===== src/hw/rtl/dpbp_fifo.sv =====
// Small first-word-fall-through queue between the front and back ends.
// Depends on nothing but its parameters.
`default_nettype none

module dpbp_fifo #(
	parameter int WIDTH = 80,
	parameter int DEPTH = 4
) (
	input  wire logic             clk,
	input  wire logic             arst_n,
	input  wire logic             push,
	input  wire logic [WIDTH-1:0] push_data,
	input  wire logic             pop,
	output logic                  full,
	output logic                  empty,
	output logic [WIDTH-1:0]      head
);

	localparam int PTR_W = (DEPTH > 1) ? $clog2(DEPTH) : 1;
	localparam int CNT_W = $clog2(DEPTH + 1);

	logic [WIDTH-1:0] mem_q [DEPTH];
	logic [PTR_W-1:0] wr_ptr_q, rd_ptr_q;
	logic [CNT_W-1:0] count_q;
	logic             do_push, do_pop;

	assign full    = (count_q == CNT_W'(DEPTH));
	assign empty   = (count_q == '0);
	assign head    = mem_q[rd_ptr_q];
	assign do_push = push && !full;
	assign do_pop  = pop && !empty;

	// Entry storage.
	always_ff @(posedge clk) begin
		if (do_push) begin
			mem_q[wr_ptr_q] <= push_data;
		end
	end

	// Pointers and fill count.
	always_ff @(posedge clk or negedge arst_n) begin
		if (!arst_n) begin
			wr_ptr_q <= '0;
			rd_ptr_q <= '0;
			count_q  <= '0;
		end else begin
			if (do_push) begin
				wr_ptr_q <= (wr_ptr_q == PTR_W'(DEPTH - 1)) ? '0 : wr_ptr_q + PTR_W'(1);
			end
			if (do_pop) begin
				rd_ptr_q <= (rd_ptr_q == PTR_W'(DEPTH - 1)) ? '0 : rd_ptr_q + PTR_W'(1);
			end
			if (do_push && !do_pop) begin
				count_q <= count_q + CNT_W'(1);
			end else if (do_pop && !do_push) begin
				count_q <= count_q - CNT_W'(1);
			end
		end
	end

endmodule

`default_nettype wire


===== config.mk =====
export PLATFORM = sky130hd
export DESIGN_NAME = dpbp_fifo
export DESIGN_NICKNAME = d
export VERILOG_FILES = /design/src/hw/rtl/dpbp_fifo.sv
export SDC_FILE = /design/constraint.sdc
export NUM_CORES = 1
export LEC_CHECK = 0
export BUFFER_PORTS_ARGS = -buffer_cell sky130_fd_sc_hd__clkbuf_2
export CELL_PAD_IN_SITES_DETAIL_PLACEMENT = 1
export CELL_PAD_IN_SITES_GLOBAL_PLACEMENT = 1
export CORE_MARGIN = 1.5
export CORE_UTILIZATION = 54
export CTS_CLUSTER_SIZE = 14
export DETAILED_ROUTE_END_ITERATION = 16
export HOLD_SLACK_MARGIN = 0.05
export PLACE_DENSITY_LB_ADDON = 0.1
export RECOVER_POWER = 50
export REMOVE_ABC_BUFFERS = 1
export SLEW_MARGIN = 20
export SYNTH_ARGS = -nofsm -noshare
export SYNTH_HDL_FRONTEND = slang
export SYNTH_SLANG_ARGS = --single-unit

===== constraint.sdc =====
create_clock -name clk -period 13.8 [get_ports clk]
set_input_delay 2.76 -clock clk [delete_from_list [all_inputs] [get_ports clk]]
set_output_delay 2.76 -clock clk [all_outputs]
set_load 0.02 [all_outputs]

==> impl_metrics.json <==
{
  "maxCapViolations": 2,
  "cts_setup_buffers": 0,
  "p_total_w": 0.00328,
  "die_h_um": 153,
  "whs_ns": 0.538,
  "first_iter_violations": 301,
  "synth_top_area_share_pct": 79.6,
  "io_buffers": 165,
  "synthesis.area_um2": 12100,
  "crit_chain": "buf_4, mux4_2, clkbuf_2",
  "drt_wl_total_mm": 23.6,
  "arrival_ns": 3.13,
  "fmax_mhz": 170,
  "critPathTopFamily": "buffers and inverters",
  "ys.warnings.count": 0,
  "initial_core_util_pct": 55.2,
  "final_area_um2": 14100,
  "end_kind": "output port",
  "fin_cells": 951,
  "first_global_vias": 6092,
  "p_sw_w": 0.00102,
  "antenna_found_initial": 3,
  "cpPeakStageDelay_ns": 0.94,
  "post-synth-top-count-cell": "edfxtp_1",
  "h-tree-depth": 2,
  "clock_path_buffers": 3,
  "die_x_um": 153,
  "cts.sinks": 327,
  "antenna_left": 0,
  "coreArea_um2": 21900,
  "min_to": "count_q[2]$_DFFE_PN0P_",
  "fill_cells": 1781,
  "finalCriticalPeriod_ns": 5.89,
  "seq_area_um2": 9790,
  "cts_buffers": 35,
  "grt_max_degree": 59,
  "min_from": "count_q[2]$_DFFE_PN0P_",
  "dpl-instance-area_um2": 13100,
  "finalSetupViolations": 0,
  "p_per_area_nw_per_um2": 232,
  "gp_congestion": 0.686,
  "dp_hpwl_mm": 14.1,
  "clk_latency_ns": 0.50,
  "crit_slowest_cell": "dfrtp_4",
  "rrSetupSlack_ns": 10.04,
  "slew_headroom_pct": -55.5,
  "switching_share_pct": 31.0,
  "rows": 54,
  "grt_overflow": 0,
  "timing.rr.end": "mem_q[1][63]$_DFFE_PP_",
  "drc": 0,
  "yosys-top-cells-count": "edfxtp_1 (320), mux4_2 (80), buf_2 (8), buf_12 (7), dfrtp_1 (7)",
  "cp-start-kind": "flop",
  "synth_edf_count": 320,
  "synthTopCellsByArea": "edfxtp_1 (80%), mux4_2 (15%), dfrtp_1 (1.5%)",
  "syn_inst": 455,
  "rsz0062_at_grt": "false",
  "p_int_w": 0.00226,
  "track_usage_pct": 20.8,
  "hp-class": "reg2reg",
  "combinationalPowerShare_pct": 28.4,
  "required_ns": 11.04,
  "synth.distinct_cells": 24,
  "r2r_start": "count_q[2]$_DFFE_PN0P_",
  "pwr-share-seq_pct": 43.6,
  "hold_buffers": 0,
  "cts.clk_slew.worst_paths_ns": 0.06,
  "status": "finished with violations",
  "post_drt_wl_per_cell_um": 24.8,
  "worstPathMaxFanout": 45,
  "slew_violations": 60,
  "p_leak_nw": 4.68,
  "dp.cells": 889,
  "synth_seq_cells": 327,
  "hold_violations": 0,
  "fin_nets": 737,
  "finalCritPeriodShare_pct": 42.7,
  "ctsResizeCount": 0,
  "seq_area_frac_synth_pct": 81.0,
  "skew_ns": 0.0110,
  "min_delay_path_depth": 1,
  "rr_worst_depth": 4,
  "synth_ff_type": "edfxtp_1",
  "syn_area_per_cell_um2": 26.5,
  "multi_input_area_um2": 2070,
  "die-area_um2": 23300,
  "root_buffer": "clkbuf_16",
  "grt_pass1_wl_mm": 36.2,
  "worst_pin_slew_ns": 2.33,
  "path_class": "reg2out",
  "vdd_drop_max_uv": 152,
  "num_io_pins": 166,
  "p_clk_share_pct": 28.1,
  "dr.pass1.iters": 4,
  "vias": 5399,
  "violations": "capacitance limit, slew limit",
  "viasPerCell": 5.68,
  "syn_to_final_growth_pct": 17.0,
  "synthArstFlopShare_pct": 2.14,
  "cts_tree": "done",
  "fin_setup_tns_ns": 0,
  "drive_gt1_share_pct": 33.4,
  "synth_area_leader_cell": "edfxtp_1",
  "path_buf_inv": 2
}
==> sequential cells by signal, summed over array words and instances (netlist names) <==
signal / count
wr_ptr_q: 2
mem_q: 320
rd_ptr_q: 2
count_q: 3
==> power groups by stage <==
| stage | Clock (W) | Combinational (W) | Sequential (W) |
|---|---|---|---|
| 6_report | 0.000921 | 0.000930 | 0.00143 |
| 2_1_floorplan | 0 | 0.000630 | 0.00146 |
| 4_1_cts | 0.000940 | 0.000961 | 0.00143 |
| 5_1_grt | 0.000971 | 0.000992 | 0.00145 |
| 3_3_place_gp | 0 | 0.000945 | 0.00143 |
| 3_5_place_dp | 0 | 0.000957 | 0.00145 |
==> kinds of logic (layout without fill, tap and decap cells) <==
family | Yosys count | after routing | share of synthesized area, %
other cells | 0 | 1 | 0
mux | 84 | 84 | 15.4
flops | 327 | 327 | 81.0
simple gates | 11 | 11 | 0.632
compound gates | 2 | 2 | 0.166
buf+inv | 21 | 236 | 1.84
fa+ha+maj | 7 | 7 | 0.787
xor+xnor | 3 | 3 | 0.218
==> metal layers <==
metal  routed length [µm]  GRT usage, %  part of all wire (%)  vias up
met5                   24             0                  0.10        -
met4                  452          5.68                   1.9        4
met3                 1410          5.52                   6.0       39
met2                12200          35.2                    52      161
met1                 9460          27.1                    40     2857
li1                     -             -                     -     2338
==> cells in the final DEF (no fill, tap or decap), drive strengths merged <==
cell	count
dfrtp	7
edfxtp	320
inv	3
o31ai	1
diode	1
nor3	2
nand2	1
fa	1
nor2b	1
and2	3
buf	6
nor2	3
a21o	1
clkbuf	210
xnor2	1
ha	6
nor3b	1
mux4	80
clkinv	13
xor2	2
bufinv	4
mux2	4
==> stage by stage <==
step / worst slack (ns) / utilization (%)
3_3_place_gp: 8.30 / 59.9
5_1_grt: 7.62 / 64.6
6_report: 7.91 / 64.6
4_1_cts: 7.78 / 65.1
2_1_floorplan: 7.11 / -
3_5_place_dp: 8.31 / 59.9
==> worst register-to-register path, delay by kind of cell, from the launching register on <==
kind / cells / cell delay [ns]
buf+inv: 1 / 0.90
flops: 1 / 0.42
simple gates: 3 / 2.04
==> how the worst max path moves through the flow <==
stage                                  to                     from  cells after the start  slack [ns]
floorplan           mem_q[3][0]$_DFFE_PP_                     push                      2        7.11
global placement                  head[4]  rd_ptr_q[0]$_DFFE_PN0P_                      3        8.30
detailed placement               head[47]  rd_ptr_q[0]$_DFFE_PN0P_                      3        8.31
CTS                              head[47]  rd_ptr_q[0]$_DFFE_PN0P_                      3        7.78
global route                     head[47]  rd_ptr_q[0]$_DFFE_PN0P_                      3        7.62
finish                           head[47]  rd_ptr_q[0]$_DFFE_PN0P_                      3        7.91
==> cell type report <==
cell class	count	area share, %
repair buffers	172	5.46
clock buffers	44	6.81
clock inverters	17	1.24
multi-input cells	107	14.6
well taps	280	2.48
diodes	1	0.0177
inverters	3	0.0797
flip-flops and latches	327	69.3
Power figures use the tool's default switching activity.
