$ cat config.mk
export PLATFORM = sky130hd
export DESIGN_NAME = dpbp_regs_flat
export DESIGN_NICKNAME = d
export VERILOG_FILES = /design/src/hw/rtl/dpbp_pkg.sv /design/src/hw/rtl/dpbp_ifs.sv /design/src/hw/rtl/dpbp_regs.sv /design/src/flat_wrapper.sv
export SDC_FILE = /design/constraint.sdc
export NUM_CORES = 1
export LEC_CHECK = 0
export BUFFER_PORTS_ARGS = -buffer_cell sky130_fd_sc_hd__buf_2
export CORE_MARGIN = 4
export CORE_UTILIZATION = 30
export CTS_BUF_LIST = sky130_fd_sc_hd__clkbuf_2
export CTS_CLUSTER_SIZE = 30
export DETAILED_ROUTE_END_ITERATION = 12
export GPL_ROUTABILITY_DRIVEN = 1
export HOLD_SLACK_MARGIN = 0.03
export PLACE_DENSITY = 0.66
export SYNTH_ARGS = -nofsm -noshare
export SYNTH_HDL_FRONTEND = slang
export SYNTH_SLANG_ARGS = --single-unit
$ cat constraint.sdc
create_clock -name clk -period 0.8 [get_ports clk]
set_input_delay 0.16 -clock clk [delete_from_list [all_inputs] [get_ports clk]]
set_output_delay 0.16 -clock clk [all_outputs]
set_load 0.03 [all_outputs]
$ cat src/hw/rtl/dpbp_pkg.sv
// Shared types, register codes, reset values and width helpers for the
// depth pixel back-projection block. Depends on nothing; every other file but dpbp_fifo uses it.
`default_nettype none

package dpbp_pkg;

	// Channel payload widths fixed by the pixel and point formats.
	localparam int DEPTH_W = 16;
	localparam int COLOR_W = 8;
	localparam int INV_W   = 24;
	localparam int CTR_W   = 16;
	localparam int XY_W    = 32;
	localparam int WIDTH_W = 13;

	// Configuration channel widths.
	localparam int IDX_W  = 3;
	localparam int DATA_W = 24;

	// Register indexes on the configuration channel.
	typedef enum logic [IDX_W-1:0] {
		REG_IMAGE_WIDTH = 3'd0,
		REG_CENTER_X    = 3'd1,
		REG_CENTER_Y    = 3'd2,
		REG_INV_FOCAL_X = 3'd3,
		REG_INV_FOCAL_Y = 3'd4,
		REG_DEPTH_LIMIT = 3'd5,
		REG_DECIMATE    = 3'd6
	} reg_idx_t;

	// All configuration registers as seen by the datapath.
	typedef struct packed {
		logic [WIDTH_W-1:0] image_width;
		logic [CTR_W-1:0]   center_x;
		logic [CTR_W-1:0]   center_y;
		logic [INV_W-1:0]   inv_focal_x;
		logic [INV_W-1:0]   inv_focal_y;
		logic [DEPTH_W-1:0] depth_limit;
		logic               decimate;
	} cfg_t;

	// Reset values of the registers.
	localparam logic [WIDTH_W-1:0] RST_IMAGE_WIDTH = 13'd640;
	localparam logic [CTR_W-1:0]   RST_CENTER_X    = 16'd5128;
	localparam logic [CTR_W-1:0]   RST_CENTER_Y    = 16'd3848;
	localparam logic [INV_W-1:0]   RST_INV_FOCAL_X = 24'd30270;
	localparam logic [INV_W-1:0]   RST_INV_FOCAL_Y = 24'd30270;
	localparam logic [DEPTH_W-1:0] RST_DEPTH_LIMIT = 16'd1000;
	localparam logic               RST_DECIMATE    = 1'b0;

	// Width of an offset magnitude |pos*16 - center| for a given counter width.
	function automatic int mag_width(input int coord_bits);
		return (coord_bits + 4 > CTR_W) ? coord_bits + 4 : CTR_W;
	endfunction

	// Width of one queue entry: valid flag, two signs, two magnitudes,
	// depth and three colors.
	function automatic int entry_width(input int coord_bits);
		return 3 + 2 * mag_width(coord_bits) + DEPTH_W + 3 * COLOR_W;
	endfunction

endpackage

`default_nettype wire

$ cat src/hw/rtl/dpbp_ifs.sv
// Handshake interfaces for the pixel input, point output and configuration
// channels. Depends on dpbp_pkg for the payload widths.
`default_nettype none


// Configuration write channel: register index and data.
interface dpbp_cfg_if;
	logic                          valid;
	logic                          ready;
	logic [dpbp_pkg::IDX_W-1:0]    index;
	logic [dpbp_pkg::DATA_W-1:0]   data;

	modport source (output valid, index, data, input ready);
	modport sink   (input valid, index, data, output ready);
endinterface

`default_nettype wire

$ cat src/hw/rtl/dpbp_regs.sv
// Configuration register file written through the configuration channel.
// Depends on dpbp_pkg and dpbp_cfg_if.
`default_nettype none

module dpbp_regs (
	input  wire logic         clk,
	input  wire logic         arst_n,
	dpbp_cfg_if.sink          cfg,
	output dpbp_pkg::cfg_t    regs
);

	dpbp_pkg::cfg_t regs_q;

	// Writes are always taken; an unknown index changes nothing.
	assign cfg.ready = 1'b1;
	assign regs      = regs_q;

	always_ff @(posedge clk or negedge arst_n) begin
		if (!arst_n) begin
			regs_q.image_width <= dpbp_pkg::RST_IMAGE_WIDTH;
			regs_q.center_x    <= dpbp_pkg::RST_CENTER_X;
			regs_q.center_y    <= dpbp_pkg::RST_CENTER_Y;
			regs_q.inv_focal_x <= dpbp_pkg::RST_INV_FOCAL_X;
			regs_q.inv_focal_y <= dpbp_pkg::RST_INV_FOCAL_Y;
			regs_q.depth_limit <= dpbp_pkg::RST_DEPTH_LIMIT;
			regs_q.decimate    <= dpbp_pkg::RST_DECIMATE;
		end else if (cfg.valid) begin
			case (dpbp_pkg::reg_idx_t'(cfg.index))
				dpbp_pkg::REG_IMAGE_WIDTH: begin
					regs_q.image_width <= cfg.data[dpbp_pkg::WIDTH_W-1:0];
				end
				dpbp_pkg::REG_CENTER_X: begin
					regs_q.center_x <= cfg.data[dpbp_pkg::CTR_W-1:0];
				end
				dpbp_pkg::REG_CENTER_Y: begin
					regs_q.center_y <= cfg.data[dpbp_pkg::CTR_W-1:0];
				end
				dpbp_pkg::REG_INV_FOCAL_X: begin
					regs_q.inv_focal_x <= cfg.data[dpbp_pkg::INV_W-1:0];
				end
				dpbp_pkg::REG_INV_FOCAL_Y: begin
					regs_q.inv_focal_y <= cfg.data[dpbp_pkg::INV_W-1:0];
				end
				dpbp_pkg::REG_DEPTH_LIMIT: begin
					regs_q.depth_limit <= cfg.data[dpbp_pkg::DEPTH_W-1:0];
				end
				dpbp_pkg::REG_DECIMATE: begin
					regs_q.decimate <= cfg.data[0];
				end
				default: begin
				end
			endcase
		end
	end

endmodule

`default_nettype wire

$ cat src/flat_wrapper.sv
// flat-port wrapper written by rule: the top's interface ports become plain ports
module dpbp_regs_flat 
  (clk, arst_n, regs, cfg_valid, cfg_index, cfg_data, cfg_ready);
  dpbp_cfg_if cfg_i ();
  input  wire logic clk;
  input  wire logic arst_n;
  output dpbp_pkg::cfg_t regs;
  input wire logic [$bits(cfg_i.valid)-1:0] cfg_valid;
  input wire logic [$bits(cfg_i.index)-1:0] cfg_index;
  input wire logic [$bits(cfg_i.data)-1:0] cfg_data;
  output wire logic [$bits(cfg_i.ready)-1:0] cfg_ready;
  assign cfg_i.valid = cfg_valid;
  assign cfg_i.index = cfg_index;
  assign cfg_i.data = cfg_data;
  assign cfg_ready = cfg_i.ready;
  dpbp_regs u_core (.clk(clk), .arst_n(arst_n), .cfg(cfg_i), .regs(regs));
endmodule
==> run metrics <==
Max-cap violations 0; Max Freq 658 MHz; Post-Syn Nets 270; uppermost layer routed met4; CTS max path bufs 2; dpl cells 571; row cnt 44; Required @ worst endpoint 0.64 ns; period utilization 190%; Vias/cell 4.47; commonest non-fill, non-tap cell in the layout buf_6; Yosys reg bits 110; routed via count 2912; RSZ-0062 raised after global routing true; YS warnings 0; CP endpoint kind output port; first-pass iteration count of the detailed router 4; # setup viols final 153; CTS tree done; Overall Global Routing Usage 14.4%; Final Slew Violations 0; H-tree levels 3; Die H 129 um; Die Span X 129 um; Die ar. 16700 um^2; setup slack, reg-to-reg -0.22 ns; status complete, but fails checks; Overflow after GRT 0; sequential share of the synthesized area 63.3%; Yosys top cell by area dfrtp_1; Avg Cell Area, Syn 18.4 um^2; R2R depth 3; Core Region 14500 um^2; first-pass GRT wire length 18.3 mm; worst setup path class register to output port; RR Startpoint u_core.regs[39]; WL met2 6.11 mm; Total Routed Length 12.2 mm; failing checks setup timing; worst path cell trace buf_6; Slowest-stage cell, CP dfstp_2; Crit path arrival time 1.36 ns; crit path time final 1.52 ns; crit path launch u_core.regs[9]; delay of the slowest critical-path stage 0.62 ns; remaining antenna violation count 0; post-synthesis cell count 240; root buf cell clkbuf_2; Buf/Inv on CP 1; Synth area leaders dfrtp_1, dfstp_2, mux2_2, mux2_4, buf_6; Power Density 2690 nW/um^2; vias in the first global route 3232; Worst Setup EP regs[9]; Metal-1 WL 5.14 mm; VDD IR max 0.00126 V; worst setup margin -0.720 ns; most frequent cells in the layout buf_6, mux2_4, dfrtp_1; ratio of cells with drive above 1 in the final layout 78.2%; delay-heaviest family, CP flip-flops; max reg flops 110; DRT iter0 DRCs 93; clk slew on worst S/H paths 0.31 ns; Synth top area share 41.9%; Top-Level Pins 141; HP Class primary input to asynchronous set/reset pin; Final Skew 0 ns; port bufs 139; leakage power 3.43 nW; Nets 493; Min Hold Slack 0.0466 ns; Area Growth Syn to Fin 62.6%; Cell variety after synth 13; initial antenna violation count 0; wire per inst 18.7 um; largest net degree at the start of global routing 39; synthesized area 4420 um^2; Post-DP HPWL 7.53 mm; DP Worst Slack -0.568 ns; crit path max fanout 2; post-route insts no fill 652; worst-skew pair later-pin latency 0.60 ns; Worst R2R End u_core.regs[39]; clock sink count 110; Starting Density 30.5%; Fin. Hold Viols 0; antenna cells 0; Worst setup SP type register; # DRC 0; CTS Buf Count 9; Crit. path cell count 1; WL met3 709 um; GP Congestion 0.729
synthesized netlist by cell type:
| cell | count |
|---|---|
| mux2_2 | 70 |
| dfrtp_1 | 74 |
| nand4b_2 | 2 |
| dfstp_2 | 36 |
| nand4b_1 | 1 |
| buf_6 | 6 |
| buf_12 | 2 |
| buf_4 | 2 |
| buf_2 | 2 |
| conb_1 | 1 |
| and4bb_1 | 3 |
| nor4b_4 | 1 |
| mux2_4 | 40 |
cell families after synthesis:
family / count (synthesis) / synth area share, %
flip-flops: 110 / 63.3
multiplexers: 110 / 31.4
other: 1 / 0.0848
buffers and inverters: 12 / 3.00
AND/OR/NAND/NOR: 7 / 2.26
worst min path at each step:
stage	from	end	cells past startpoint
after floorplan	arst_n	u_core.regs[0]	0
after global placement	arst_n	u_core.regs[78]	1
after detailed placement	arst_n	u_core.regs[90]	1
after CTS	arst_n	u_core.regs[85]	3
after global routing	arst_n	u_core.regs[67]	3
final	arst_n	u_core.regs[2]	3
per-layer routing:
layer	vias to the layer above	global-route usage [%]
met2	101	24.1
met5	-	0
li1	1291	-
met3	16	3.79
met4	0	5.68
met1	1504	17.9
timing repair:
action	in CTS	in global routing
resized for setup	223	39
buffers inserted	22	13
pin swaps	0	1
cloned	0	1
endpoints found under the hold margin	220	24
hold buffers	33	1
setup endpoints to repair	113	255
stage by stage:
stage / setup TNS (ns) / power [W] / utilization [%] / cell area [um^2]
global route: -85.12 / 0.0203 / 49.7 / 7190
global placement: -53.25 / 0.0139 / 39.0 / 5640
detailed placement: -54.95 / 0.0140 / 39.0 / 5640
CTS: -100.68 / 0.0191 / 48.1 / 6960
floorplan: -23.44 / 0.0120 / - / 4610
finish: -70.65 / 0.0194 / 49.7 / 7190
power by group:
part	leakage, nW	total [W]	switching, W	internal [W]
registers	1.26	0.00814	0.00103	0.00710
clock network	0.0706	0.00272	0.00195	0.000768
logic	2.10	0.00852	0.00394	0.00458
total	3.43	0.0194	0.00692	0.0125
final cells by class:
| cell class | count | area [um^2] |
|---|---|---|
| Fill cell | 1173 | 7290 |
| Timing Repair Buffer | 224 | 2330 |
| Sequential cell | 110 | 2810 |
| Clock inverter | 7 | 82.6 |
| Multi-Input combinational cell | 118 | 1700 |
| Clock buffer | 9 | 45.0 |
| Tap cell | 184 | 230 |
No activity file was read; power rests on OpenSTA's default activity.
