<file path="config.mk">
export PLATFORM = sky130hd
export DESIGN_NAME = dpbp_front_flat
export DESIGN_NICKNAME = d
export VERILOG_FILES = /design/src/hw/rtl/dpbp_pkg.sv /design/src/hw/rtl/dpbp_ifs.sv /design/src/hw/rtl/dpbp_front.sv /design/src/flat_wrapper.sv
export SDC_FILE = /design/constraint.sdc
export NUM_CORES = 1
export LEC_CHECK = 0
export BUFFER_PORTS_ARGS = -buffer_cell sky130_fd_sc_hd__buf_4
export CAP_MARGIN = 25
export CELL_PAD_IN_SITES_DETAIL_PLACEMENT = 1
export CELL_PAD_IN_SITES_GLOBAL_PLACEMENT = 2
export CORE_MARGIN = 1
export CORE_UTILIZATION = 25
export CTS_CLUSTER_SIZE = 24
export DETAILED_ROUTE_END_ITERATION = 6
export PLACE_DENSITY = 0.89
export SKIP_CTS_REPAIR_TIMING = 1
export SYNTH_ARGS = -nofsm -noshare
export SYNTH_HDL_FRONTEND = slang
export SYNTH_SLANG_ARGS = --single-unit
</file>
<file path="constraint.sdc">
create_clock -name clk -period 7.5 [get_ports clk]
set_clock_uncertainty 0.2 [all_clocks]
set_input_delay 1.5 -clock clk [delete_from_list [all_inputs] [get_ports clk]]
set_output_delay 1.5 -clock clk [all_outputs]
set_load 0.05 [all_outputs]
</file>
<file path="src/hw/rtl/dpbp_pkg.sv">
// Shared types, register codes, reset values and width helpers for the
// depth pixel back-projection block. Depends on nothing; every other file but dpbp_fifo uses it.
`default_nettype none

package dpbp_pkg;

	// Channel payload widths fixed by the pixel and point formats.
	localparam int DEPTH_W = 16;
	localparam int COLOR_W = 8;
	localparam int INV_W   = 24;
	localparam int CTR_W   = 16;
	localparam int XY_W    = 32;
	localparam int WIDTH_W = 13;

	// Configuration channel widths.
	localparam int IDX_W  = 3;
	localparam int DATA_W = 24;

	// Register indexes on the configuration channel.
	typedef enum logic [IDX_W-1:0] {
		REG_IMAGE_WIDTH = 3'd0,
		REG_CENTER_X    = 3'd1,
		REG_CENTER_Y    = 3'd2,
		REG_INV_FOCAL_X = 3'd3,
		REG_INV_FOCAL_Y = 3'd4,
		REG_DEPTH_LIMIT = 3'd5,
		REG_DECIMATE    = 3'd6
	} reg_idx_t;

	// All configuration registers as seen by the datapath.
	typedef struct packed {
		logic [WIDTH_W-1:0] image_width;
		logic [CTR_W-1:0]   center_x;
		logic [CTR_W-1:0]   center_y;
		logic [INV_W-1:0]   inv_focal_x;
		logic [INV_W-1:0]   inv_focal_y;
		logic [DEPTH_W-1:0] depth_limit;
		logic               decimate;
	} cfg_t;

	// Reset values of the registers.
	localparam logic [WIDTH_W-1:0] RST_IMAGE_WIDTH = 13'd640;
	localparam logic [CTR_W-1:0]   RST_CENTER_X    = 16'd5128;
	localparam logic [CTR_W-1:0]   RST_CENTER_Y    = 16'd3848;
	localparam logic [INV_W-1:0]   RST_INV_FOCAL_X = 24'd30270;
	localparam logic [INV_W-1:0]   RST_INV_FOCAL_Y = 24'd30270;
	localparam logic [DEPTH_W-1:0] RST_DEPTH_LIMIT = 16'd1000;
	localparam logic               RST_DECIMATE    = 1'b0;

	// Width of an offset magnitude |pos*16 - center| for a given counter width.
	function automatic int mag_width(input int coord_bits);
		return (coord_bits + 4 > CTR_W) ? coord_bits + 4 : CTR_W;
	endfunction

	// Width of one queue entry: valid flag, two signs, two magnitudes,
	// depth and three colors.
	function automatic int entry_width(input int coord_bits);
		return 3 + 2 * mag_width(coord_bits) + DEPTH_W + 3 * COLOR_W;
	endfunction

endpackage

`default_nettype wire

</file>
<file path="src/hw/rtl/dpbp_ifs.sv">
// Handshake interfaces for the pixel input, point output and configuration
// channels. Depends on dpbp_pkg for the payload widths.
`default_nettype none

// Pixel input channel: one raster pixel per item.
interface dpbp_pixel_if;
	logic                            valid;
	logic                            ready;
	logic [dpbp_pkg::DEPTH_W-1:0]    depth_mm;
	logic [dpbp_pkg::COLOR_W-1:0]    blue;
	logic [dpbp_pkg::COLOR_W-1:0]    green;
	logic [dpbp_pkg::COLOR_W-1:0]    red;
	logic                            start_of_frame;

	modport source (output valid, depth_mm, blue, green, red, start_of_frame, input ready);
	modport sink   (input valid, depth_mm, blue, green, red, start_of_frame, output ready);
endinterface


`default_nettype wire

</file>
<file path="src/hw/rtl/dpbp_front.sv">
// Front end: accepts pixels, tracks column and row, classifies each pixel as
// dropped, invalid or valid and pushes offset magnitudes into the queue.
// Depends on dpbp_pkg and dpbp_pixel_if.
`default_nettype none

module dpbp_front #(
	parameter  int COORD_BITS = 12,
	localparam int MAG_W      = dpbp_pkg::mag_width(COORD_BITS),
	localparam int ENT_W      = dpbp_pkg::entry_width(COORD_BITS)
) (
	input  wire logic              clk,
	input  wire logic              arst_n,
	dpbp_pixel_if.sink             pixel,
	input  wire dpbp_pkg::cfg_t    regs,
	input  wire logic              full,
	output logic                   push,
	output logic [ENT_W-1:0]       push_data
);

	localparam int CMP_W = (COORD_BITS + 1 > dpbp_pkg::WIDTH_W) ? COORD_BITS + 1
		: dpbp_pkg::WIDTH_W;

	typedef struct packed {
		logic                             pv;
		logic                             neg_x;
		logic [MAG_W-1:0]                 mag_x;
		logic                             neg_y;
		logic [MAG_W-1:0]                 mag_y;
		logic [dpbp_pkg::DEPTH_W-1:0]     depth;
		logic [dpbp_pkg::COLOR_W-1:0]     blue;
		logic [dpbp_pkg::COLOR_W-1:0]     green;
		logic [dpbp_pkg::COLOR_W-1:0]     red;
	} entry_t;

	logic [COORD_BITS-1:0] col_q, row_q;
	logic [COORD_BITS-1:0] col, row;
	logic [COORD_BITS:0]   next_col;
	logic                  wrap, keep, in_range, take;
	logic [MAG_W-1:0]      p16x, p16y, cx, cy;
	entry_t                ent;

	// Start of frame puts this pixel at the origin.
	always_comb begin
		col = pixel.start_of_frame ? '0 : col_q;
		row = pixel.start_of_frame ? '0 : row_q;
	end

	// Column wrap at the image width or at counter overflow.
	assign next_col = {1'b0, col} + (COORD_BITS+1)'(1);
	assign wrap     = (CMP_W'(next_col) >= CMP_W'(regs.image_width)) || next_col[COORD_BITS];

	// Classification of the pixel.
	assign keep     = !regs.decimate || !(col[0] || row[0]);
	assign in_range = (pixel.depth_mm != '0) && (pixel.depth_mm <= regs.depth_limit);

	// Signed offsets from the principal point, split into sign and magnitude.
	assign p16x = MAG_W'({col, 4'b0000});
	assign p16y = MAG_W'({row, 4'b0000});
	assign cx   = MAG_W'(regs.center_x);
	assign cy   = MAG_W'(regs.center_y);

	always_comb begin
		ent = '0;
		if (in_range) begin
			ent.pv    = 1'b1;
			ent.neg_x = p16x < cx;
			ent.mag_x = (p16x < cx) ? (cx - p16x) : (p16x - cx);
			ent.neg_y = p16y < cy;
			ent.mag_y = (p16y < cy) ? (cy - p16y) : (p16y - cy);
			ent.depth = pixel.depth_mm;
			ent.blue  = pixel.blue;
			ent.green = pixel.green;
			ent.red   = pixel.red;
		end
	end

	// Handshake: a pixel is taken whenever the queue has room.
	assign pixel.ready = !full;
	assign take        = pixel.valid && !full;
	assign push        = take && keep;
	assign push_data   = ent;

	// Column and row counters.
	always_ff @(posedge clk or negedge arst_n) begin
		if (!arst_n) begin
			col_q <= '0;
			row_q <= '0;
		end else if (take) begin
			if (wrap) begin
				col_q <= '0;
				row_q <= row + COORD_BITS'(1);
			end else begin
				col_q <= next_col[COORD_BITS-1:0];
				row_q <= row;
			end
		end
	end

endmodule

`default_nettype wire

</file>
<file path="src/flat_wrapper.sv">
// flat-port wrapper written by rule: the top's interface ports become plain ports
module dpbp_front_flat 
#(
	parameter  int COORD_BITS = 12,
	localparam int MAG_W      = dpbp_pkg::mag_width(COORD_BITS),
	localparam int ENT_W      = dpbp_pkg::entry_width(COORD_BITS)
)
  (clk, arst_n, regs, full, push, push_data, pixel_valid, pixel_depth_mm, pixel_blue, pixel_green, pixel_red, pixel_start_of_frame, pixel_ready);
  dpbp_pixel_if pixel_i ();
  input  wire logic clk;
  input  wire logic arst_n;
  input  wire dpbp_pkg::cfg_t regs;
  input  wire logic full;
  output logic push;
  output logic [ENT_W-1:0] push_data;
  input wire logic [$bits(pixel_i.valid)-1:0] pixel_valid;
  input wire logic [$bits(pixel_i.depth_mm)-1:0] pixel_depth_mm;
  input wire logic [$bits(pixel_i.blue)-1:0] pixel_blue;
  input wire logic [$bits(pixel_i.green)-1:0] pixel_green;
  input wire logic [$bits(pixel_i.red)-1:0] pixel_red;
  input wire logic [$bits(pixel_i.start_of_frame)-1:0] pixel_start_of_frame;
  output wire logic [$bits(pixel_i.ready)-1:0] pixel_ready;
  assign pixel_i.valid = pixel_valid;
  assign pixel_i.depth_mm = pixel_depth_mm;
  assign pixel_i.blue = pixel_blue;
  assign pixel_i.green = pixel_green;
  assign pixel_i.red = pixel_red;
  assign pixel_i.start_of_frame = pixel_start_of_frame;
  assign pixel_ready = pixel_i.ready;
  dpbp_front #(.COORD_BITS(COORD_BITS)) u_core (.clk(clk), .arst_n(arst_n), .pixel(pixel_i), .regs(regs), .full(full), .push(push), .push_data(push_data));
endmodule
</file>
==> results.py, run 1 <==
metrics = {
    "clock_network": {
        "cts_htree_levels": 1,
        "clock_tree_from_tritoncts": "yes",
        "clock_sinks": 24,
        "max-clock-path-buffers": 2,
        "clock_tree.root_cell": "clkbuf_16",
        "tritoncts.num_buffers": 3,
        "cts.reportedPaths.clkPinSlew_ns": 0.07,
        "source_to_sink_clock_delay_at_the_later_pin_of_the_worst_skew_pair_ns": 0.26,
    },
    "pwr": {
        "peakVddDrop_uv": 66.35,
        "clock_power_share_pct": 20.8,
        "cellLeakagePower_nw": 3.616,
        "share_seq_of_total_power_pct": 17.7,
        "comb_power_share_pct": 61.5,
        "cell_internal_pwr_w": 0.0004046,
        "finalPower_w": 0.0007626,
        "swShare_pct": 46.94,
        "power_density_over_the_cells_nw_per_um2": 112.2,
        "netSwitchingPower_w": 0.0003580,
    },
    "timing": {
        "timing.final.setup_violations": 0,
        "finalSetupTns_ns": 0,
        "worst-slew-pin-transition_ns": 0.9736,
        "finalCritPeriodShare_pct": 87.49,
        "slew_headroom_pct": 35.02,
        "setup_repair_after_global_routing_missed_its_margin": "false",
        "max_freq_ghz": 0.1524,
        "post_layout_minimum_cycle_time_ns": 6.562,
        "hold_viol_final": 0,
        "final_max_slew_viol_count": 0,
    },
    "worst_hold_path": {
        "min_from": "u_core.col_q[11]",
        "worstHoldPathCells": 2,
        "min-delay-path-class": "register to register",
        "hold-path-endpoint": "u_core.col_q[11]",
    },
    "grt": {
        "antenna_violations_before_repair": 0,
        "globalRoute.totalOverflow": 0,
        "global_route.usage.total_pct": 15.84,
        "grt_first_pass_wirelength_um": 27830,
        "vias_in_the_first_global_route": 5688,
        "grt_max_degree": 44,
    },
    "run_status": {
        "status": "complete, no violations",
    },
    "floorplan": {
        "chipHeight_um": 144.9,
        "chipWidth_um": 144.9,
        "io_pins": 232,
        "fp.dieArea_um2": 21000,
        "initial_core_util_pct": 25.90,
        "std_cell_rows": 51,
        "core_area_um2": 19720,
    },
    "synth": {
        "synthesis.yosys.warnings": 0,
        "synth_top_cell_by_area": "ha_1",
        "synth-seq-area-share_pct": 11.76,
        "synth-main-ff-cell": "dfrtp_1",
        "synth_top_cells_by_area": "ha_1 (19%), dfrtp_1 (12%), inv_1 (6.7%), and2_1 (5.8%), a21oi_1 (4.7%)",
        "ys_seq_elements": 24,
        "syn_avg_cell_area_um2": 7.102,
        "syn-instance-count": 719,
        "async_flop_share_pct": 100.0,
        "synth_area_um2": 5106,
        "synth_top_area_share_pct": 19.11,
        "synth_enable_flop_cells": 0,
        "synthDistinctLibCells": 63,
        "synthesis.nets": 954,
    },
    "finish": {
        "drive_above_1_share_pct": 22.92,
        "multi_input_area_um2": 4016,
        "layout_common_cells": "buf_4 (187), inv_1 (91), ha_1 (78), nor2_1 (63), nand2_1 (62)",
        "area_growth_pct": 33.15,
        "antennaDiodeCount": 0,
        "filler_cell_count": 2464,
        "area.sequential_um2": 600.6,
        "nNetsFinal": 1113,
        "final_common_cell": "buf_4",
    },
    "worst_setup_path": {
        "timing.critical_path.to_type": "output pin",
        "crit_type": "input port to output pin",
        "worstSetupStartpointType": "input port",
        "reg2reg_from": "u_core.col_q[0]",
        "r2r_cells": 14,
        "critPathArrivalTime_ns": 4.86,
        "worst-path-max-fanout": 37,
        "r2r_end": "u_core.row_q[2]",
        "r2r_setup_slack_ns": 3.04,
        "critPathRequiredTime_ns": 5.80,
    },
    "detailed_routing": {
        "met2_wirelength_um": 8269,
        "via_count": 5523,
        "drtPass1Iterations": 4,
        "per_cell_routed_wire_length_um": 14.86,
        "routed.top_layer": "met4",
        "met3WireLength_um": 903,
        "drt_iter0_markers": 158,
        "wirelength_met1_um": 7692,
        "routed_via_density": 4.836,
        "wirelength_um": 16970,
        "postRouteAntennaNets": 0,
        "drcViolationCount": 0,
    },
    "flow_run": {
        "max_cap_viol_count": 0,
    },
    "place": {
        "port_buffers": 183,
        "routabilityCongestion": 0.8327,
        "place.detailed.hpwl_um": 14460,
    },
}
-- synthesized netlist by cell type, types with 18 or more instances --
master     n
a21oi_1   48
o21ai_0   36
mux2i_1   19
xnor2_1   24
a21o_1    19
nand2_1   62
ha_1      78
clkbuf_1  25
inv_1     91
and2_1    47
dfrtp_1   24
nand2b_1  18
nor2b_1   18
nor2_1    63
-- sequential cells by signal (all words and copies together), names as in the netlist --
signal	count
u_core.col_q	12
u_core.row_q	12
-- routing by layer --
| layer | track usage, % | vias to the layer above |
|---|---|---|
| li1 | - | 2783 |
| met1 | 20.04 | 2595 |
| met2 | 28.75 | 140 |
| met3 | 2.075 | 5 |
| met4 | 2.447 | 0 |
| met5 | 0 | - |
-- power groups by stage --
stage	Clock, W	Sequential (W)	Combinational (W)
floorplan	0	0.000137	0.000310
global placement	0	0.000137	0.000468
detailed placement	0	0.000138	0.000474
CTS	0.000162	0.000135	0.000475
global route	0.000165	0.000136	0.000507
finish	0.000158	0.000135	0.000469
-- worst max-delay path by stage --
stage / endpoint / from / depth (start not counted)
6_report: push_data[72] / pixel_start_of_frame / 11
5_1_grt: push_data[72] / pixel_start_of_frame / 11
4_1_cts: push_data[72] / pixel_start_of_frame / 11
3_5_place_dp: push_data[72] / pixel_start_of_frame / 11
3_3_place_gp: push_data[72] / pixel_start_of_frame / 11
2_1_floorplan: push_data[71] / pixel_start_of_frame / 14
-- area by class of cell --
cell class	count	area share [%]
multi-input cells	571	59.07
repair buffers	187	20.65
flip-flops and latches	24	8.833
inverters	91	5.024
well taps	265	4.877
clock buffers	3	1.104
clock inverters	1	0.4417
-- worst max-delay path, stage by stage --
cell	delay [ns]
buf_4	0.23
nor2b_1	0.47
ha_1	0.37
nor4bb_1	0.18
a2111o_1	0.44
and4b_1	0.21
or3_4	0.48
a2111oi_0	0.43
o21ai_0	0.14
a21oi_1	0.17
buf_4	0.22
-- cell families after synthesis --
group	Yosys count	share of synthesized area, %
muxes	20	3.945
and+or+nand+nor	273	27.47
adders and majority gates	80	19.90
xor gates and xnor gates	32	5.489
buffers and inverters	124	9.581
AOI/OAI and AO/OA	166	21.86
DFF	24	11.76
-- metrics by stage --
stage / setup WS, ns / hold slack (ns) / area, um^2 / instances / util, %
after floorplan: 0.4898 / 0.2496 / 5106 / 719 / -
after global placement: 0.9163 / 0.2689 / 6686 / 1137 / 33.91
after detailed placement: 0.8246 / 0.2773 / 6694 / 1138 / 33.95
after CTS: 0.8205 / 0.2926 / 6799 / 1142 / 34.48
after global routing: 0.6248 / 0.3086 / 6799 / 1142 / 34.48
final: 0.9380 / 0.2937 / 6799 / 1142 / 34.48
Power figures use the tool's default switching activity.
==> inputs of run 2 (changes only) <==
--- a/config.mk
+++ b/config.mk
@@ -15,6 +15,7 @@
 export DETAILED_ROUTE_END_ITERATION = 6
 export PLACE_DENSITY = 0.89
 export SKIP_CTS_REPAIR_TIMING = 1
+export SLEW_MARGIN = 20
 export SYNTH_ARGS = -nofsm -noshare
 export SYNTH_HDL_FRONTEND = slang
 export SYNTH_SLANG_ARGS = --single-unit
==> constraint.sdc (replaced) <==
create_clock -name clk -period 6.5 [get_ports clk]
set_clock_uncertainty 0.2 [all_clocks]
set_input_delay 1.3 -clock clk [delete_from_list [all_inputs] [get_ports clk]]
set_output_delay 1.3 -clock clk [all_outputs]
set_load 0.01 [all_outputs]
==> results.py, run 2 (synthesized netlist as in run 1, its figures left out) <==
metrics = {
    "worst_setup_path": {
        "critPathSlowestCell": "or3_4",
        "worstSetupStartpointType": "input port",
        "crit_type": "input port to output pin",
        "cp_cell_sequence": "buf_4, nand2b_1, inv_1, ha_1, a21o_1, a221oi_1, a21boi_0, or3_4, a2111oi_0, o21ai_0, a21oi_1, buf_4",
        "r2r_cells": 15,
        "critical_path_s_most_frequent_cell": "buf_4",
        "timing.critical_path.to_type": "output pin",
        "critPathArrivalTime_ns": 4.43,
        "worst-path-max-fanout": 37,
        "critPathRequiredTime_ns": 5.00,
        "timing.critical_path.slowest_cell_delay_ns": 0.47,
    },
    "timing": {
        "max_freq_ghz": 0.1686,
        "finalSetupTns_ns": 0,
        "hold_viol_final": 0,
        "post_layout_minimum_cycle_time_ns": 5.932,
        "timing.final.setup_violations": 0,
        "finalCritPeriodShare_pct": 91.27,
        "slew_headroom_pct": 59.51,
        "setup_repair_after_global_routing_missed_its_margin": "false",
        "worst-slew-pin-transition_ns": 0.6046,
        "final_max_slew_viol_count": 0,
        "worst_slack_ns": 0.5675,
    },
    "clock_network": {
        "clock_tree_from_tritoncts": "yes",
        "cts.reportedPaths.clkPinSlew_ns": 0.06,
        "cts_htree_levels": 1,
        "tritoncts.num_buffers": 3,
        "clock_tree.root_cell": "clkbuf_16",
        "max-clock-path-buffers": 2,
        "clock_sinks": 24,
        "source_to_sink_clock_delay_at_the_later_pin_of_the_worst_skew_pair_ns": 0.27,
    },
    "pwr": {
        "clock_power_share_pct": 25.6,
        "cellLeakagePower_nw": 3.633,
        "peakVddDrop_uv": 65.99,
        "comb_power_share_pct": 52.7,
        "power_density_over_the_cells_nw_per_um2": 105.3,
        "cell_internal_pwr_w": 0.0004643,
        "swShare_pct": 35.41,
        "netSwitchingPower_w": 0.0002545,
        "share_seq_of_total_power_pct": 21.7,
    },
    "finish": {
        "area_growth_pct": 33.64,
        "area.sequential_um2": 600.6,
        "biggestRegsByFlops": "u_core.col_q: 12 flops, u_core.row_q: 12 flops",
        "final_common_cell": "buf_4",
        "antennaDiodeCount": 0,
        "layout_common_cells": "buf_4 (190), inv_1 (91), ha_1 (78), nor2_1 (63), nand2_1 (62)",
        "filler_cell_count": 2416,
        "utilization_pct": 34.61,
        "multi_input_area_um2": 4019,
        "nNetsFinal": 1116,
        "drive_above_1_share_pct": 23.30,
    },
    "flow_run": {
        "max_cap_viol_count": 0,
    },
    "grt": {
        "antenna_violations_before_repair": 0,
        "grtUsageMet1_pct": 19.87,
        "globalRoute.totalOverflow": 0,
        "grt_max_degree": 42,
        "grt_first_pass_wirelength_um": 27690,
        "vias_in_the_first_global_route": 5631,
        "globalRouteMet2Util_pct": 28.20,
        "use_met3_pct": 1.887,
        "global_route.usage.total_pct": 15.78,
        "grt_peak_use_layer": "met2",
    },
    "place": {
        "routabilityCongestion": 0.8354,
        "port_buffers": 183,
        "dp_slack_ns": 0.5460,
        "place.detailed.hpwl_um": 14300,
    },
    "floorplan": {
        "initial_core_util_pct": 25.90,
        "chipWidth_um": 144.9,
        "std_cell_rows": 51,
        "fp.dieArea_um2": 21000,
        "core_area_um2": 19720,
        "io_pins": 232,
        "chipHeight_um": 144.9,
    },
    "run_status": {
        "status": "complete, no violations",
    },
    "detailed_routing": {
        "drtPass1Iterations": 4,
        "wirelength_um": 16700,
        "drt_iter0_markers": 138,
        "drcViolationCount": 0,
        "postRouteAntennaNets": 0,
        "per_cell_routed_wire_length_um": 14.58,
        "routed_via_density": 4.840,
        "via_count": 5542,
    },
    "worst_hold_path": {
        "min-delay-path-class": "register to register",
        "worstHoldPathCells": 2,
    },
}
run 2: changes by cell type in the layout (fill, tap and decap cells not counted):
cell,previous run,this run
nor2b_1,18,17
nor2b_2,0,1
buf_4,187,190
run 2: worst max-delay path, delay by kind of cell:
family / cells / cell delay (ns)
adders and majority gates: 1 / 0.41
and+or+nand+nor: 2 / 0.73
AOI/OAI and AO/OA: 6 / 1.47
buffers and inverters: 3 / 0.52
run 2: power groups by stage:
| stage | Sequential, W | Combinational (W) | Clock [W] |
|---|---|---|---|
| 6_report | 0.000156 | 0.000379 | 0.000184 |
| 5_1_grt | 0.000157 | 0.000423 | 0.000192 |
| 4_1_cts | 0.000156 | 0.000388 | 0.000189 |
| 3_5_place_dp | 0.000159 | 0.000387 | 0 |
| 3_3_place_gp | 0.000159 | 0.000381 | 0 |
| 2_1_floorplan | 0.000158 | 0.000201 | 0 |
run 2: cell type report:
cell class              instances  area share, %
multi-input cells             571          58.89
repair buffers                190          20.90
flip-flops and latches         24          8.801
inverters                      91          5.006
well taps                     265          4.859
clock buffers                   3          1.100
clock inverters                 1         0.4400
run 2: per-layer routing:
| metal | vias to the layer above | share of wire, % |
|---|---|---|
| met1 | 2589 | 45 |
| li1 | 2789 | - |
| met2 | 154 | 48 |
| met5 | - | 0 |
| met4 | 0 | 1.4 |
| met3 | 10 | 5.2 |
run 2: final timing paths:
check | startpoint | to | slack, ns
setup / recovery | pixel_start_of_frame | push_data[72] | 0.57
hold / removal | u_core.col_q[11] | u_core.col_q[11] | 0.29
setup reg to reg | u_core.col_q[0] | u_core.row_q[2] | 2.42
hold reg to reg | u_core.col_q[11] | u_core.col_q[11] | 0.29
max in group asynchronous | arst_n | u_core.col_q[2] | 5.12
min in group asynchronous | arst_n | u_core.col_q[9] | 0.73
run 2: metrics by stage:
step | cells | hold slack (ns) | total power, W | instance area [um^2]
after floorplan | 719 | 0.2496 | 0.0003585 | 5106
after global placement | 1141 | 0.2676 | 0.0005392 | 6716
after detailed placement | 1141 | 0.2757 | 0.0005455 | 6716
after CTS | 1145 | 0.2897 | 0.0007328 | 6822
after global routing | 1145 | 0.3387 | 0.0007717 | 6824
final | 1145 | 0.2865 | 0.0007189 | 6824
